[config.mk]
export PLATFORM = sky130hd
export DESIGN_NAME = lfu_cache_lru_tiebreak_top_flat
export DESIGN_NICKNAME = d
export VERILOG_FILES = /design/src/rtl/core/lcl_pkg.sv /design/src/rtl/core/lcl_req_if.sv /design/src/rtl/core/lcl_rsp_if.sv /design/src/rtl/core/lcl_csr_if.sv /design/src/rtl/core/lcl_ctrl.sv /design/src/rtl/core/lcl_datapath.sv /design/src/rtl/core/lfu_cache_lru_tiebreak_top.sv /design/src/flat_wrapper.sv
export SDC_FILE = /design/constraint.sdc
export NUM_CORES = 2
export LEC_CHECK = 0
export ABC_AREA = 1
export BUFFER_PORTS_ARGS = -buffer_cell sky130_fd_sc_hd__buf_2
export CORE_MARGIN = 4
export CORE_UTILIZATION = 51
export DETAILED_ROUTE_END_ITERATION = 8
export PLACE_DENSITY = 0.77
export RECOVER_POWER = 25
export SLEW_MARGIN = 0
export SYNTH_ARGS = -nofsm -noshare
export SYNTH_HDL_FRONTEND = slang
export SYNTH_HIERARCHICAL = 1
export SYNTH_SLANG_ARGS = --single-unit
[constraint.sdc]
create_clock -name clock -period 11.7 [get_ports clock]
set_input_delay 1.17 -clock clock [delete_from_list [all_inputs] [get_ports clock]]
set_output_delay 1.17 -clock clock [all_outputs]
set_load 0.05 [all_outputs]
[src/rtl/core/lcl_pkg.sv]
// ----------------------------------------------------------------------------
// lcl_pkg
// Shared types and constants for the LFU store with LRU tie-break.
// ----------------------------------------------------------------------------
package lcl_pkg;

   // fixed field widths
   localparam int KEY_W     = 32;
   localparam int DATA_W    = 32;
   localparam int CAP_W     = 5;
   localparam int STAMP_W   = 48;

   // capacity register value after reset
   localparam logic [CAP_W-1:0] CAP_RESET = 5'd16;

   // result value of a miss or a put
   localparam logic [DATA_W-1:0] NO_VALUE = '1;

   // request operations
   typedef enum logic {
      CMD_GET = 1'b0,
      CMD_PUT = 1'b1
   } op_type;

   // controller states
   typedef enum logic [1:0] {
      ST_IDLE,
      ST_SCAN,
      ST_WRITE,
      ST_DONE
   } state_type;

   // controller to datapath
   typedef struct packed {
      logic start;     // capture request, restart scan
      logic scan_en;   // walk the entry memories
      logic write_en;  // commit the update of this request
      logic load_rsp;  // move the result into the output register
   } ctrl_cmd_type;

   // datapath to controller
   typedef struct packed {
      logic scan_done; // last entry compared
      logic rsp_free;  // output register can take a result
   } dp_status_type;

endpackage

[src/rtl/core/lcl_req_if.sv]
// ----------------------------------------------------------------------------
// lcl_req_if
// Request channel: get or put of one key.
// ----------------------------------------------------------------------------
interface lcl_req_if;
   import lcl_pkg::*;

   logic                      valid;
   logic                      ready;
   logic                      cmd;
   logic signed [KEY_W-1:0]   key;
   logic signed [DATA_W-1:0]  value;

   modport source (output valid, output cmd, output key, output value, input ready);
   modport sink   (input valid, input cmd, input key, input value, output ready);
endinterface

[src/rtl/core/lcl_rsp_if.sv]
// ----------------------------------------------------------------------------
// lcl_rsp_if
// Response channel: one result per request.
// ----------------------------------------------------------------------------
interface lcl_rsp_if;
   import lcl_pkg::*;

   logic                      valid;
   logic                      ready;
   logic                      hit;
   logic signed [DATA_W-1:0]  read_value;
   logic                      evicted;
   logic signed [KEY_W-1:0]   evicted_key;

   modport source (output valid, output hit, output read_value, output evicted,
                   output evicted_key, input ready);
   modport sink   (input valid, input hit, input read_value, input evicted,
                   input evicted_key, output ready);
endinterface

[src/rtl/core/lcl_csr_if.sv]
// ----------------------------------------------------------------------------
// lcl_csr_if
// Configuration write channel for the capacity register.
// ----------------------------------------------------------------------------
interface lcl_csr_if;
   import lcl_pkg::*;

   logic              valid;
   logic              ready;
   logic [CAP_W-1:0]  data;

   modport source (output valid, output data, input ready);
   modport sink   (input valid, input data, output ready);
endinterface

[src/rtl/core/lcl_ctrl.sv]
// ----------------------------------------------------------------------------
// lcl_ctrl
// Request sequencer: accept, scan, commit, hand off the result.
// ----------------------------------------------------------------------------
module lcl_ctrl (
   input  logic                   clock,
   input  logic                   reset,
   input  logic                   req_valid,
   output logic                   req_ready,
   input  lcl_pkg::dp_status_type status,
   output lcl_pkg::ctrl_cmd_type  cmd
);
   import lcl_pkg::*;

   state_type state_ff;
   state_type state_in;

   // state register
   always_ff @(posedge clock) begin
      if (reset) begin
         state_ff <= ST_IDLE;
      end else begin
         state_ff <= state_in;
      end
   end

   // next state and commands
   always_comb begin
      state_in     = state_ff;
      cmd          = '0;
      req_ready    = 1'b0;
      unique case (state_ff)
         ST_IDLE: begin
            req_ready = 1'b1;
            if (req_valid) begin
               cmd.start = 1'b1;
               state_in  = ST_SCAN;
            end
         end
         ST_SCAN: begin
            cmd.scan_en = 1'b1;
            if (status.scan_done) begin
               state_in = ST_WRITE;
            end
         end
         ST_WRITE: begin
            cmd.write_en = 1'b1;
            state_in     = ST_DONE;
         end
         ST_DONE: begin
            // wait until an earlier result has left the output register
            if (status.rsp_free) begin
               cmd.load_rsp = 1'b1;
               state_in     = ST_IDLE;
            end
         end
         default: begin
            state_in = ST_IDLE;
         end
      endcase
   end

endmodule

[src/rtl/core/lcl_datapath.sv]
// ----------------------------------------------------------------------------
// lcl_datapath
// Entry memories, scan compare, update logic and output register.
// ----------------------------------------------------------------------------
module lcl_datapath #(
   parameter int CAPACITY   = 16,
   parameter int COUNT_BITS = 16
) (
   input  logic                             clock,
   input  logic                             reset,
   input  lcl_pkg::ctrl_cmd_type            cmd,
   output lcl_pkg::dp_status_type           status,
   // request payload
   input  logic                             req_cmd,
   input  logic signed [lcl_pkg::KEY_W-1:0] req_key,
   input  logic signed [lcl_pkg::DATA_W-1:0] req_value,
   // capacity write
   input  logic                             csr_write,
   input  logic [lcl_pkg::CAP_W-1:0]        csr_data,
   // result
   output logic                             rsp_valid,
   input  logic                             rsp_ready,
   output logic                             rsp_hit,
   output logic signed [lcl_pkg::DATA_W-1:0] rsp_read_value,
   output logic                             rsp_evicted,
   output logic signed [lcl_pkg::KEY_W-1:0] rsp_evicted_key
);
   import lcl_pkg::*;

   localparam int IDX_W = (CAPACITY > 1) ? $clog2(CAPACITY) : 1;
   localparam int CNT_W = $clog2(CAPACITY + 1);
   localparam int EFF_W = (CNT_W > CAP_W) ? CNT_W : CAP_W;
   localparam logic [CNT_W-1:0] LAST_CNT = CNT_W'(CAPACITY);
   localparam logic [IDX_W-1:0] LAST_IDX = IDX_W'(CAPACITY - 1);
   localparam logic [EFF_W-1:0] CAP_LIMIT = EFF_W'(CAPACITY);

   // entry memories and valid bits
   logic [KEY_W-1:0]      key_mem   [CAPACITY];
   logic [DATA_W-1:0]     data_mem  [CAPACITY];
   logic [COUNT_BITS-1:0] uses_mem  [CAPACITY];
   logic [STAMP_W-1:0]    stamp_mem [CAPACITY];
   logic [CAPACITY-1:0]   valid_ff;

   logic [CAP_W-1:0]      capacity_ff;
   logic [STAMP_W-1:0]    clock_ff;

   // captured request
   logic                  op_ff;
   logic [KEY_W-1:0]      key_ff;
   logic [DATA_W-1:0]     value_ff;

   // scan pipeline
   logic [CNT_W-1:0]      rd_cnt_ff;
   logic                  cmp_vld_ff;
   logic [IDX_W-1:0]      cmp_idx_ff;
   logic [KEY_W-1:0]      rd_key_ff;
   logic [DATA_W-1:0]     rd_data_ff;
   logic [COUNT_BITS-1:0] rd_uses_ff;
   logic [STAMP_W-1:0]    rd_stamp_ff;
   logic                  rd_issue;

   // scan results
   logic                  hit_found_ff;
   logic [IDX_W-1:0]      hit_idx_ff;
   logic [DATA_W-1:0]     hit_data_ff;
   logic [COUNT_BITS-1:0] hit_uses_ff;
   logic                  vic_found_ff;
   logic [IDX_W-1:0]      vic_idx_ff;
   logic [KEY_W-1:0]      vic_key_ff;
   logic [COUNT_BITS-1:0] vic_uses_ff;
   logic [STAMP_W-1:0]    vic_stamp_ff;
   logic                  free_found_ff;
   logic [IDX_W-1:0]      free_idx_ff;
   logic [CNT_W-1:0]      used_ff;

   // output register
   logic                  rsp_valid_ff;
   logic                  rsp_hit_ff;
   logic [DATA_W-1:0]     rsp_value_ff;
   logic                  rsp_evicted_ff;
   logic [KEY_W-1:0]      rsp_evkey_ff;

   // decision terms
   logic                  is_put;
   logic                  cap_zero;
   logic                  do_bump;
   logic                  do_insert;
   logic                  do_evict;
   logic                  mem_wr;
   logic [IDX_W-1:0]      wr_idx;
   logic [DATA_W-1:0]     wr_data;
   logic [COUNT_BITS-1:0] wr_uses;
   logic                  cur_valid;
   logic                  older;
   logic [CAPACITY-1:0]   valid_in;

   // capacity register
   always_ff @(posedge clock) begin
      if (reset) begin
         capacity_ff <= CAP_RESET;
      end else if (csr_write) begin
         capacity_ff <= csr_data;
      end
   end

   // request capture
   always_ff @(posedge clock) begin
      if (cmd.start) begin
         op_ff    <= req_cmd;
         key_ff   <= req_key;
         value_ff <= req_value;
      end
   end

   // read address counter, one entry per cycle
   assign rd_issue = cmd.scan_en && (rd_cnt_ff != LAST_CNT);

   always_ff @(posedge clock) begin
      if (reset) begin
         rd_cnt_ff  <= '0;
         cmp_vld_ff <= 1'b0;
      end else begin
         cmp_vld_ff <= rd_issue;
         if (cmd.start) begin
            rd_cnt_ff <= '0;
         end else if (rd_issue) begin
            rd_cnt_ff <= rd_cnt_ff + 1'b1;
         end
      end
   end

   always_ff @(posedge clock) begin
      cmp_idx_ff <= rd_cnt_ff[IDX_W-1:0];
   end

   // entry memories: one write or one read per cycle
   always_ff @(posedge clock) begin
      if (mem_wr) begin
         key_mem[wr_idx]   <= key_ff;
         data_mem[wr_idx]  <= wr_data;
         uses_mem[wr_idx]  <= wr_uses;
         stamp_mem[wr_idx] <= clock_ff;
      end
      rd_key_ff   <= key_mem[rd_cnt_ff[IDX_W-1:0]];
      rd_data_ff  <= data_mem[rd_cnt_ff[IDX_W-1:0]];
      rd_uses_ff  <= uses_mem[rd_cnt_ff[IDX_W-1:0]];
      rd_stamp_ff <= stamp_mem[rd_cnt_ff[IDX_W-1:0]];
   end

   // compare one entry against the key and the running victim
   assign cur_valid = valid_ff[cmp_idx_ff];
   assign older     = !vic_found_ff || (rd_uses_ff < vic_uses_ff) ||
                      ((rd_uses_ff == vic_uses_ff) && (rd_stamp_ff < vic_stamp_ff));

   always_ff @(posedge clock) begin
      if (cmd.start) begin
         hit_found_ff  <= 1'b0;
         vic_found_ff  <= 1'b0;
         free_found_ff <= 1'b0;
         used_ff       <= '0;
      end else if (cmp_vld_ff) begin
         if (cur_valid) begin
            used_ff <= used_ff + 1'b1;
         end
         if (cur_valid && !hit_found_ff && (rd_key_ff == key_ff)) begin
            hit_found_ff <= 1'b1;
            hit_idx_ff   <= cmp_idx_ff;
            hit_data_ff  <= rd_data_ff;
            hit_uses_ff  <= rd_uses_ff;
         end
         if (cur_valid && older) begin
            vic_found_ff <= 1'b1;
            vic_idx_ff   <= cmp_idx_ff;
            vic_key_ff   <= rd_key_ff;
            vic_uses_ff  <= rd_uses_ff;
            vic_stamp_ff <= rd_stamp_ff;
         end
         if (!cur_valid && !free_found_ff) begin
            free_found_ff <= 1'b1;
            free_idx_ff   <= cmp_idx_ff;
         end
      end
   end

   assign status.scan_done = cmp_vld_ff && (cmp_idx_ff == LAST_IDX);
   assign status.rsp_free  = !rsp_valid_ff || rsp_ready;

   // what this request changes; a get ignores the capacity
   assign is_put    = (op_type'(op_ff) == CMD_PUT);
   assign cap_zero  = (capacity_ff == '0);
   assign do_bump   = hit_found_ff && (!is_put || !cap_zero);
   assign do_insert = is_put && !cap_zero && !hit_found_ff;
   assign do_evict  = do_insert &&
                      (EFF_W'(used_ff) >= ((EFF_W'(capacity_ff) > CAP_LIMIT) ?
                                           CAP_LIMIT : EFF_W'(capacity_ff)));
   assign mem_wr    = cmd.write_en && (do_bump || do_insert);

   // insert goes to the lowest free slot, the victim's slot included
   always_comb begin
      if (do_bump) begin
         wr_idx = hit_idx_ff;
      end else if (do_evict) begin
         wr_idx = (free_found_ff && (free_idx_ff < vic_idx_ff)) ? free_idx_ff : vic_idx_ff;
      end else begin
         wr_idx = free_idx_ff;
      end
   end

   assign wr_data = is_put ? value_ff : hit_data_ff;
   // saturating use count
   assign wr_uses = !do_bump ? COUNT_BITS'(1) :
                    (&hit_uses_ff) ? hit_uses_ff : hit_uses_ff + 1'b1;

   // next valid bits: drop the victim, then mark the written slot
   always_comb begin
      valid_in = valid_ff;
      if (do_evict) begin
         valid_in[vic_idx_ff] = 1'b0;
      end
      valid_in[wr_idx] = 1'b1;
   end

   // valid bits and touch clock
   always_ff @(posedge clock) begin
      if (reset) begin
         valid_ff <= '0;
         clock_ff <= '0;
      end else if (mem_wr) begin
         valid_ff <= valid_in;
         clock_ff <= clock_ff + 1'b1;
      end
   end

   // output register
   always_ff @(posedge clock) begin
      if (reset) begin
         rsp_valid_ff <= 1'b0;
      end else if (cmd.load_rsp) begin
         rsp_valid_ff <= 1'b1;
      end else if (rsp_ready) begin
         rsp_valid_ff <= 1'b0;
      end
   end

   always_ff @(posedge clock) begin
      if (cmd.load_rsp) begin
         rsp_hit_ff     <= do_bump;
         rsp_value_ff   <= (!is_put && hit_found_ff) ? hit_data_ff : NO_VALUE;
         rsp_evicted_ff <= do_evict;
         rsp_evkey_ff   <= do_evict ? vic_key_ff : '0;
      end
   end

   assign rsp_valid       = rsp_valid_ff;
   assign rsp_hit         = rsp_hit_ff;
   assign rsp_read_value  = rsp_value_ff;
   assign rsp_evicted     = rsp_evicted_ff;
   assign rsp_evicted_key = rsp_evkey_ff;

endmodule

[src/rtl/core/lfu_cache_lru_tiebreak_top.sv]
// ----------------------------------------------------------------------------
// lfu_cache_lru_tiebreak_top
// Fully associative key/value store with LFU replacement, LRU tie-break.
// ----------------------------------------------------------------------------
// Each get or put request walks all CAPACITY entries, one per cycle, through
// single-port entry memories, matching the key and tracking the victim (lowest
// use count, oldest stamp) in the same pass; the update is committed after the
// scan. The result waits in an output register, so the next request is taken
// while it is still pending; a new result waits until the last one is taken.
// Use counts saturate at 2^COUNT_BITS - 1; the capacity register limits
// occupancy and a capacity of zero turns puts into no-ops. The entry memories
// are not cleared at reset; the valid bits, touch clock, capacity and control
// registers are, so the block is ready as soon as reset is released.
// ----------------------------------------------------------------------------
module lfu_cache_lru_tiebreak_top #(
   parameter int CAPACITY   = 16,
   parameter int COUNT_BITS = 16
) (
   input  logic      clock,
   input  logic      reset,
   lcl_req_if.sink   req_chan,
   lcl_rsp_if.source rsp_chan,
   lcl_csr_if.sink   csr_chan
);
   import lcl_pkg::*;

   ctrl_cmd_type  ctrl_cmd;
   dp_status_type dp_status;

   // capacity is to be written only while idle; the block does not enforce it, so the port is always open
   assign csr_chan.ready = 1'b1;

   // sequencer
   lcl_ctrl u_ctrl (
      .clock     (clock),
      .reset     (reset),
      .req_valid (req_chan.valid),
      .req_ready (req_chan.ready),
      .status    (dp_status),
      .cmd       (ctrl_cmd)
   );

   // storage and compare
   lcl_datapath #(
      .CAPACITY   (CAPACITY),
      .COUNT_BITS (COUNT_BITS)
   ) u_datapath (
      .clock           (clock),
      .reset           (reset),
      .cmd             (ctrl_cmd),
      .status          (dp_status),
      .req_cmd         (req_chan.cmd),
      .req_key         (req_chan.key),
      .req_value       (req_chan.value),
      .csr_write       (csr_chan.valid),
      .csr_data        (csr_chan.data),
      .rsp_valid       (rsp_chan.valid),
      .rsp_ready       (rsp_chan.ready),
      .rsp_hit         (rsp_chan.hit),
      .rsp_read_value  (rsp_chan.read_value),
      .rsp_evicted     (rsp_chan.evicted),
      .rsp_evicted_key (rsp_chan.evicted_key)
   );

`ifndef SYNTHESIS
   // busy right after taking a request
   a_busy_after_accept: assert property (@(posedge clock) disable iff (reset)
      (req_chan.valid && req_chan.ready) |=> !req_chan.ready)
      else $error("request accepted while a scan was starting");

   // a pending result is never overwritten
   a_no_overwrite: assert property (@(posedge clock) disable iff (reset)
      ctrl_cmd.load_rsp |-> dp_status.rsp_free)
      else $error("result loaded over a pending response");

   // no result right after acceptance, the scan comes first
   a_scan_first: assert property (@(posedge clock) disable iff (reset)
      (req_chan.valid && req_chan.ready) |=> !ctrl_cmd.load_rsp && !ctrl_cmd.write_en)
      else $error("commit without a scan");
`endif

endmodule
[src/flat_wrapper.sv]
// flat-port wrapper written by rule: the top's interface ports become plain ports
module lfu_cache_lru_tiebreak_top_flat import lcl_pkg::*;
#(
   parameter int CAPACITY   = 16,
   parameter int COUNT_BITS = 16
)
  (clock, reset, req_chan_valid, req_chan_cmd, req_chan_key, req_chan_value, req_chan_ready, rsp_chan_valid, rsp_chan_hit, rsp_chan_read_value, rsp_chan_evicted, rsp_chan_evicted_key, rsp_chan_ready, csr_chan_valid, csr_chan_data, csr_chan_ready);
  lcl_req_if req_chan_i ();
  lcl_rsp_if rsp_chan_i ();
  lcl_csr_if csr_chan_i ();
  input  logic clock;
  input  logic reset;
  input wire logic [$bits(req_chan_i.valid)-1:0] req_chan_valid;
  input wire logic [$bits(req_chan_i.cmd)-1:0] req_chan_cmd;
  input wire logic [$bits(req_chan_i.key)-1:0] req_chan_key;
  input wire logic [$bits(req_chan_i.value)-1:0] req_chan_value;
  output wire logic [$bits(req_chan_i.ready)-1:0] req_chan_ready;
  output wire logic [$bits(rsp_chan_i.valid)-1:0] rsp_chan_valid;
  output wire logic [$bits(rsp_chan_i.hit)-1:0] rsp_chan_hit;
  output wire logic [$bits(rsp_chan_i.read_value)-1:0] rsp_chan_read_value;
  output wire logic [$bits(rsp_chan_i.evicted)-1:0] rsp_chan_evicted;
  output wire logic [$bits(rsp_chan_i.evicted_key)-1:0] rsp_chan_evicted_key;
  input wire logic [$bits(rsp_chan_i.ready)-1:0] rsp_chan_ready;
  input wire logic [$bits(csr_chan_i.valid)-1:0] csr_chan_valid;
  input wire logic [$bits(csr_chan_i.data)-1:0] csr_chan_data;
  output wire logic [$bits(csr_chan_i.ready)-1:0] csr_chan_ready;
  assign req_chan_i.valid = req_chan_valid;
  assign req_chan_i.cmd = req_chan_cmd;
  assign req_chan_i.key = req_chan_key;
  assign req_chan_i.value = req_chan_value;
  assign req_chan_ready = req_chan_i.ready;
  assign rsp_chan_valid = rsp_chan_i.valid;
  assign rsp_chan_hit = rsp_chan_i.hit;
  assign rsp_chan_read_value = rsp_chan_i.read_value;
  assign rsp_chan_evicted = rsp_chan_i.evicted;
  assign rsp_chan_evicted_key = rsp_chan_i.evicted_key;
  assign rsp_chan_i.ready = rsp_chan_ready;
  assign csr_chan_i.valid = csr_chan_valid;
  assign csr_chan_i.data = csr_chan_data;
  assign csr_chan_ready = csr_chan_i.ready;
  lfu_cache_lru_tiebreak_top #(.CAPACITY(CAPACITY), .COUNT_BITS(COUNT_BITS)) u_core (.clock(clock), .reset(reset), .req_chan(req_chan_i), .rsp_chan(rsp_chan_i), .csr_chan(csr_chan_i));
endmodule
; ---- Word-level counts from Yosys, hierarchy flattened
; Memory sizes are Yosys's and may differ from the RTL's. A register that Yosys moved wholly into a read port is not among the register bits.
; Index checks and enable logic that the tools add are counted.
[classes]
bitwise = 4
addsub = 4
magnitude_cmp = 10
n_eq_ne = 10
n_reduce_logical = 41
muxes = 29
[ops]
columns = op, count
row1 = $add 48x1->48 const B, 1
row2 = $lt 48x48->1, 1
row3 = $mux 16, 3
row4 = $eq 32x32->1, 1
row5 = $mux 32, 1
row6 = $add 16x1->16 const B, 1
row7 = $and 16x16->16, 1
row8 = $eq 16x16->1, 1
row9 = $logic_and 1x1->1, 16
row10 = $lt 16x16->1, 1
row11 = $not 16->16, 1
row12 = $or 16x16->16, 1
row13 = $reduce_and 16->1, 1
row14 = $lt 4x5->1 const B, 3
row15 = $mux 1, 14
row16 = $mux 4, 3
row17 = $reduce_and 3->1, 4
row18 = $add 5x1->5 const B, 2
row19 = $demux 1 s4, 2
row20 = $ge 4x1->1 const B, 2
row21 = $pmux 2 s4, 1
row22 = $reduce_and 2->1, 4
row23 = $logic_not 1->1, 7
row24 = $mux 2, 3
row25 = other kinds (17), 23
[word_totals]
regBits = 377
memories = 4
in_bits = 75
mem_bits_rw = 2048
[mem_list]
columns = memory, words, width, rd, rd_ports_with_merged_regs, wr, line_no
row1 = u_core.u_datapath.stamp_mem, 16, 48, 1, 1, 1, lcl_datapath.sv:41  ; logic [STAMP_W-1:0] stamp_mem [CAPACITY];
row2 = u_core.u_datapath.data_mem, 16, 32, 1, 1, 1, lcl_datapath.sv:39  ; logic [DATA_W-1:0] data_mem [CAPACITY];
row3 = u_core.u_datapath.key_mem, 16, 32, 1, 1, 1, lcl_datapath.sv:38  ; logic [KEY_W-1:0] key_mem [CAPACITY];
row4 = u_core.u_datapath.uses_mem, 16, 16, 1, 1, 1, lcl_datapath.sv:40  ; logic [COUNT_BITS-1:0] uses_mem [CAPACITY];

; ---- Logic depth before layout (Yosys ltp)
[depth]
depth_word = 12
mapped_depth = 16

; ---- Modules after synthesis
; Netlist, hierarchy kept.
[by_module_without_submodules]
columns = mod, seq_area_each_um2, area_each_um2, n_inst, cells_each
row1 = lcl_datapath, 74441.4, 98002.7, 1, 7479
row2 = lcl_ctrl, 40.0, 187.7, 1, 29
row3 = lfu_cache_lru_tiebreak_top, 0.0, 11.3, 1, 2

; ---- Least setup slack after synthesis
; Ideal clock, no wire load.
[synth_timing]
path_type = input-to-reg
start = input port req_chan_valid
end = register u_core.u_datapath.vic_idx_ff[0], enable pin
required_ns = 11.108
n_path_buf = 0
slack_ns = 3.758
cell_stages = 5
setup_ns = 0.592
arrival_ns = 7.350
cell_sequence = nand2_1 inv_1 nor2_1 nand2_1 a21oi_1
[synth_lines]
columns = item, line_no
row1 = start: declaration, flat_wrapper.sv:13  ; input wire logic [$bits(req_chan_i.valid)-1:0] req_chan_valid;
row2 = end signal: assignment, lcl_datapath.sv:173  ; vic_idx_ff <= cmp_idx_ff;
row3 = end: declaration, lcl_datapath.sv:68  ; logic [IDX_W-1:0] vic_idx_ff;

==> flow_results.org <==
** Worst setup path
- Crit path buffers/inverters :: 3
- Reg2Reg Depth :: 7
- Crit-path max FO :: 204
- The critical path goes through buf_12 -> buf_4 -> buf_4 -> o21ai_0 -> o22ai_1 -> nand2_1 -> nand4_1.
- The worst register-to-register path begins at u_core/u_datapath/rd_cnt_ff[1].
- Crit path max-delay family :: buffers and inverters
- Reg-to-reg critical path endpoint :: u_core/u_datapath/rd_key_ff[13]
- Critical Path Source Type :: flip-flop
- In this design, the stage delay of the slowest critical-path cell is 1980 ps.
- In this design, the critical path's most frequently occurring cell is sky130_fd_sc_hd__buf_4.
- The critical path is of the reg2reg type.
- Minimum setup slack among reg-to-reg paths :: 6260 ps
- Data arrives at the worst endpoint at 6240 ps.
- Capturing element type of the critical path :: flip-flop
- Endpoint required time on the critical path :: 12500 ps
- Standard cell with the maximum stage delay on the critical path :: sky130_fd_sc_hd__dfxtp_1

** Die
- The die is 447 um tall.
- Initial core utilization :: 51.5%
- After floorplanning, the core was sized to cover 0.191 sq mm.
- The die covers 0.200 sq mm.
- In this run the core area contains 160 standard-cell rows.
- Top-Level Pins :: 144
- Die outline width :: 447 um

** Logic synthesis
- Distinct cell type count after synthesis :: 57
- Leading cell types by count after synthesis :: 2335 x sky130_fd_sc_hd__edfxtp_1, 1154 x sky130_fd_sc_hd__nor2_1, 1120 x sky130_fd_sc_hd__o21ai_0, 829 x sky130_fd_sc_hd__nand2_1, 512 x sky130_fd_sc_hd__o22ai_1
- For this run, the number of Yosys warnings is 6.
- In the synthesized netlist the async set-or-reset flop fraction comes to 0%.
- After technology mapping, the gate count stands at 7510.
- The top cell type by area accounts for 71.4% of the synthesized area.
- Among all cell types in the netlist, the one instantiated most often is sky130_fd_sc_hd__edfxtp_1.
- Register area share after synthesis :: 75.8%
- Top flip-flop cell by instance count after synthesis :: sky130_fd_sc_hd__edfxtp_1
- After synthesis, the mean cell area works out to 13.1 sq um.
- The synthesized design contains 2335 enable-type register cells.
- Dominant cells by area after synthesis :: sky130_fd_sc_hd__edfxtp_1 71%, sky130_fd_sc_hd__o21ai_0 5.7%, sky130_fd_sc_hd__dfxtp_1 4.4%
- Syn nets :: 7665
- Cell type contributing the most total cell area after synthesis :: sky130_fd_sc_hd__edfxtp_1
- Synthesized area :: 0.0982 sq mm
- Counting flops and latches in the post-synthesis netlist gives 2553.

** Placed design
- Weighted congestion at the end of routability-driven global placement :: 0.866
- Buffers placed on the I/O ports in this run total 142.
- Post-detailed-placement half-perimeter wirelength :: 122 mm

** GRT
- All-layer global routing usage :: 23.5%
- The first global-routing pass estimated 361 mm of wire.
- After global routing the overflow that remains totals 0.
- Via count of the first global-routing pass :: 61293
- Entering global routing, the biggest net connects 244 pins.
- The number of antenna violations at the first check in global routing was 1.

** Clocking
- Clock tree from TritonCTS :: built
- The later pin in the worst-skew pair is clocked with a latency of 880 ps.
- After clock tree synthesis, the repair step resized 0 gates.
- Post CTS Setup Buffer Count :: 0
- Clock tree root driver cell :: sky130_fd_sc_hd__clkbuf_16
- CTS saw 2553 sinks.
- H-tree depth :: 4
- After clock tree synthesis, the flow added hold-fix buffers numbering 0.
- Inserted Clock Buffers :: 230
- The clock passes through at most 3 buffers.
- Clk pin slew, worst setup/hold paths :: 60 ps

** Timing
- Fmax achieved :: 0.184 GHz
- Clock Skew :: 52.0 ps
- Setup total negative slack on the finished layout was measured at 0 ps.
- Final setup vio count :: 0
- Endpoints failing hold :: 0
- The clock period could shrink to 5440 ps.
- Headroom to the max-slew limit came out at -63.9%.
- Setup repair after global routing left no endpoint under its margin.
- The final critical path takes up 46.5% of the cycle.
- Final max-slew violation count :: 58
- Hold slack final :: 403 ps
- Transition time at the pin with the least slew margin :: 2460 ps

** Drt
- Via density :: 6.05
- Count of unresolved DRC violations after routing :: 0
- First DRT Iteration DRCs :: 8506
- Count of vias placed by the detailed router :: 62112
- Pre-Repair DR Iteration Count :: 8
- WL/cell :: 23.4 um
- Final antenna-violating net count :: 0
- Wirelength, routed :: 240 mm

** Power
- Sequential Power Share :: 49.6%
- VDD sags by at most 0.000188 V.
- Lkg Pwr :: 35.8 nW
- Combinational share of power :: 16.5%
- The analysis attributes to net switching a power of 6.32 mW.
- For this design the ratio of total power to cell area is 204 mW/mm^2.
- Fraction of power spent switching nets :: 28.6%
- After layout, the design draws a total of 22.1 mW.
- Cell internal pwr :: 15.8 mW
- Fraction of power consumed by the clock network :: 34.0%

** Hold path
- The min-delay analysis places its worst path in the category reg2reg.
- The path with the worst hold slack has its endpoint at u_core/u_datapath/hit_data_ff[5].
- Hold Path Depth :: 0
- In this run the most critical hold path is launched from u_core/u_datapath/rd_data_ff[5].

** Run
- Number of maximum-capacitance violations :: 1

** Finish
- Layout cell share with drive strength beyond 1 :: 8.41%
- The net count of the finished layout is 7686.
- Synthesis-to-layout area growth :: 10.6%

** Run status
- The flow ran to the end, but the final reports show violations.
- The final reports fail on max-capacitance violations, max-slew violations.
==> worst max path at each step <==
| stage | startpoint | end | slack [ps] | cells after the start |
|---|---|---|---|---|
| final | u_core/u_datapath/rd_cnt_ff[1] | u_core/u_datapath/rd_key_ff[13] | 6260 | 7 |
| after global routing | u_core/u_datapath/rd_cnt_ff[1] | u_core/u_datapath/rd_key_ff[13] | 6020 | 7 |
| after CTS | u_core/u_datapath/capacity_ff[0] | u_core/u_datapath/data_mem[7][15] | 7470 | 10 |
| after detailed placement | req_chan_valid | u_core/u_datapath/hit_data_ff[20] | 7470 | 9 |
| after global placement | u_core/u_datapath/capacity_ff[4] | u_core/u_datapath/key_mem[14][16] | 7560 | 17 |
| after floorplan | req_chan_valid | u_core/u_datapath/vic_idx_ff[0] | 3760 | 5 |
==> cells by family (layout without fill, tap and decap cells) <==
kind of cell	count (synthesis)	after routing	synth area share (%)
flip-flops	2553	2553	75.8
AND/OR/NAND/NOR	2340	2340	9.96
adder cells (fa/ha/maj)	80	80	1.02
buffers and inverters	735	965	3.15
XOR/XNOR	31	31	0.276
other	1	8	0.00382
AO/OA/AOI/OAI	1770	1770	9.74
==> through the flow <==
step / cells / utilization (%) / instance area (sq um) / worst slack, ps
global route: 10257 / 56.9 / 109000 / 6020
finish: 10258 / 56.9 / 109000 / 6260
global placement: 9810 / 52.9 / 101000 / 7560
detailed placement: 9810 / 52.9 / 101000 / 7470
floorplan: 7510 / - / 98200 / 3760
CTS: 10251 / 56.9 / 109000 / 7470
==> flip-flops by register name (all words and copies together) (netlist names), 16 cells and up <==
name	flops
u_core/u_datapath/key_mem	512
u_core/u_datapath/hit_uses_ff	16
u_core/u_datapath/rsp_read_value	32
u_core/u_datapath/vic_uses_ff	16
u_core/u_datapath/stamp_mem	768
u_core/u_datapath/vic_key_ff	32
u_core/u_datapath/rd_uses_ff	16
u_core/u_datapath/key_ff	32
u_core/u_datapath/clock_ff	48
u_core/u_datapath/data_mem	512
u_core/u_datapath/rsp_evicted_key	32
u_core/u_datapath/valid_ff	16
u_core/u_datapath/uses_mem	256
u_core/u_datapath/rd_stamp_ff	48
u_core/u_datapath/vic_stamp_ff	48
u_core/u_datapath/rd_data_ff	32
u_core/u_datapath/value_ff	32
u_core/u_datapath/hit_data_ff	32
u_core/u_datapath/rd_key_ff	32
==> layout make-up <==
cell class                 count  area [sq um]
multi-input combinational   4222         20700
clock buffer                 326          6380
sequential                  2553         74500
tap                         2511          3140
fill                       14359         82200
antenna                        7          17.5
inverter                     308          1320
timing repair buffer         216          1330
clock inverter               115          1240
==> worst register-to-register path: cells and delay by family, from the launching register on <==
kind / cells / cell delay, ps
buffers and inverters: 3 / 2570
flip-flops: 1 / 1980
AND/OR/NAND/NOR: 2 / 260
AO/OA/AOI/OAI: 2 / 580
==> power groups by stage <==
stage                     clock (mW)  sequential, mW  combinational, mW
after floorplan                    0            11.0               2.58
after global placement             0            11.1               3.43
after detailed placement           0            11.2               3.55
after CTS                       7.60            11.0               3.60
after global routing            8.01            11.0               4.01
final                           7.52            11.0               3.64
==> layout by cell type, fill, tap and decap left out, types with 6 or more instances in the layout <==
cell and n:
sky130_fd_sc_hd__nand4_1 165, sky130_fd_sc_hd__xnor2_1 16, sky130_fd_sc_hd__nand3_1 62, sky130_fd_sc_hd__clkbuf_16 233, sky130_fd_sc_hd__buf_2 131, sky130_fd_sc_hd__ha_1 80
sky130_fd_sc_hd__inv_8 18, sky130_fd_sc_hd__nand2_1 829, sky130_fd_sc_hd__nor2_2 6, sky130_fd_sc_hd__a21oi_1 100, sky130_fd_sc_hd__nor4_1 7, sky130_fd_sc_hd__nand2_2 13
sky130_fd_sc_hd__clkbuf_1 88, sky130_fd_sc_hd__xor2_1 15, sky130_fd_sc_hd__o22ai_1 512, sky130_fd_sc_hd__nor3_1 32, sky130_fd_sc_hd__bufinv_16 17, sky130_fd_sc_hd__edfxtp_1 2335
sky130_fd_sc_hd__nor2_1 1149, sky130_fd_sc_hd__o211ai_1 6, sky130_fd_sc_hd__nor3_2 8, sky130_fd_sc_hd__buf_12 7, sky130_fd_sc_hd__dfxtp_1 217, sky130_fd_sc_hd__nand3_2 7
sky130_fd_sc_hd__inv_2 8, sky130_fd_sc_hd__diode_2 7, sky130_fd_sc_hd__or2_2 21, sky130_fd_sc_hd__clkinv_1 37, sky130_fd_sc_hd__buf_4 63, sky130_fd_sc_hd__clkinv_2 34
sky130_fd_sc_hd__o21ai_0 1104, sky130_fd_sc_hd__clkbuf_8 20, sky130_fd_sc_hd__nor2_4 14, sky130_fd_sc_hd__o21ai_1 25, sky130_fd_sc_hd__inv_1 276
==> routing by layer <==
layer / vias up / global-route usage (%) / share of wire (%)
li1: 27405 / - / -
met1: 30471 / 31.2 / 38
met2: 3639 / 38.5 / 48
met3: 597 / 3.77 / 9.6
met4: 0 / 10.3 / 4.3
met5: - / 0 / 0
Note: power is estimated with default switching activity, not from simulation.
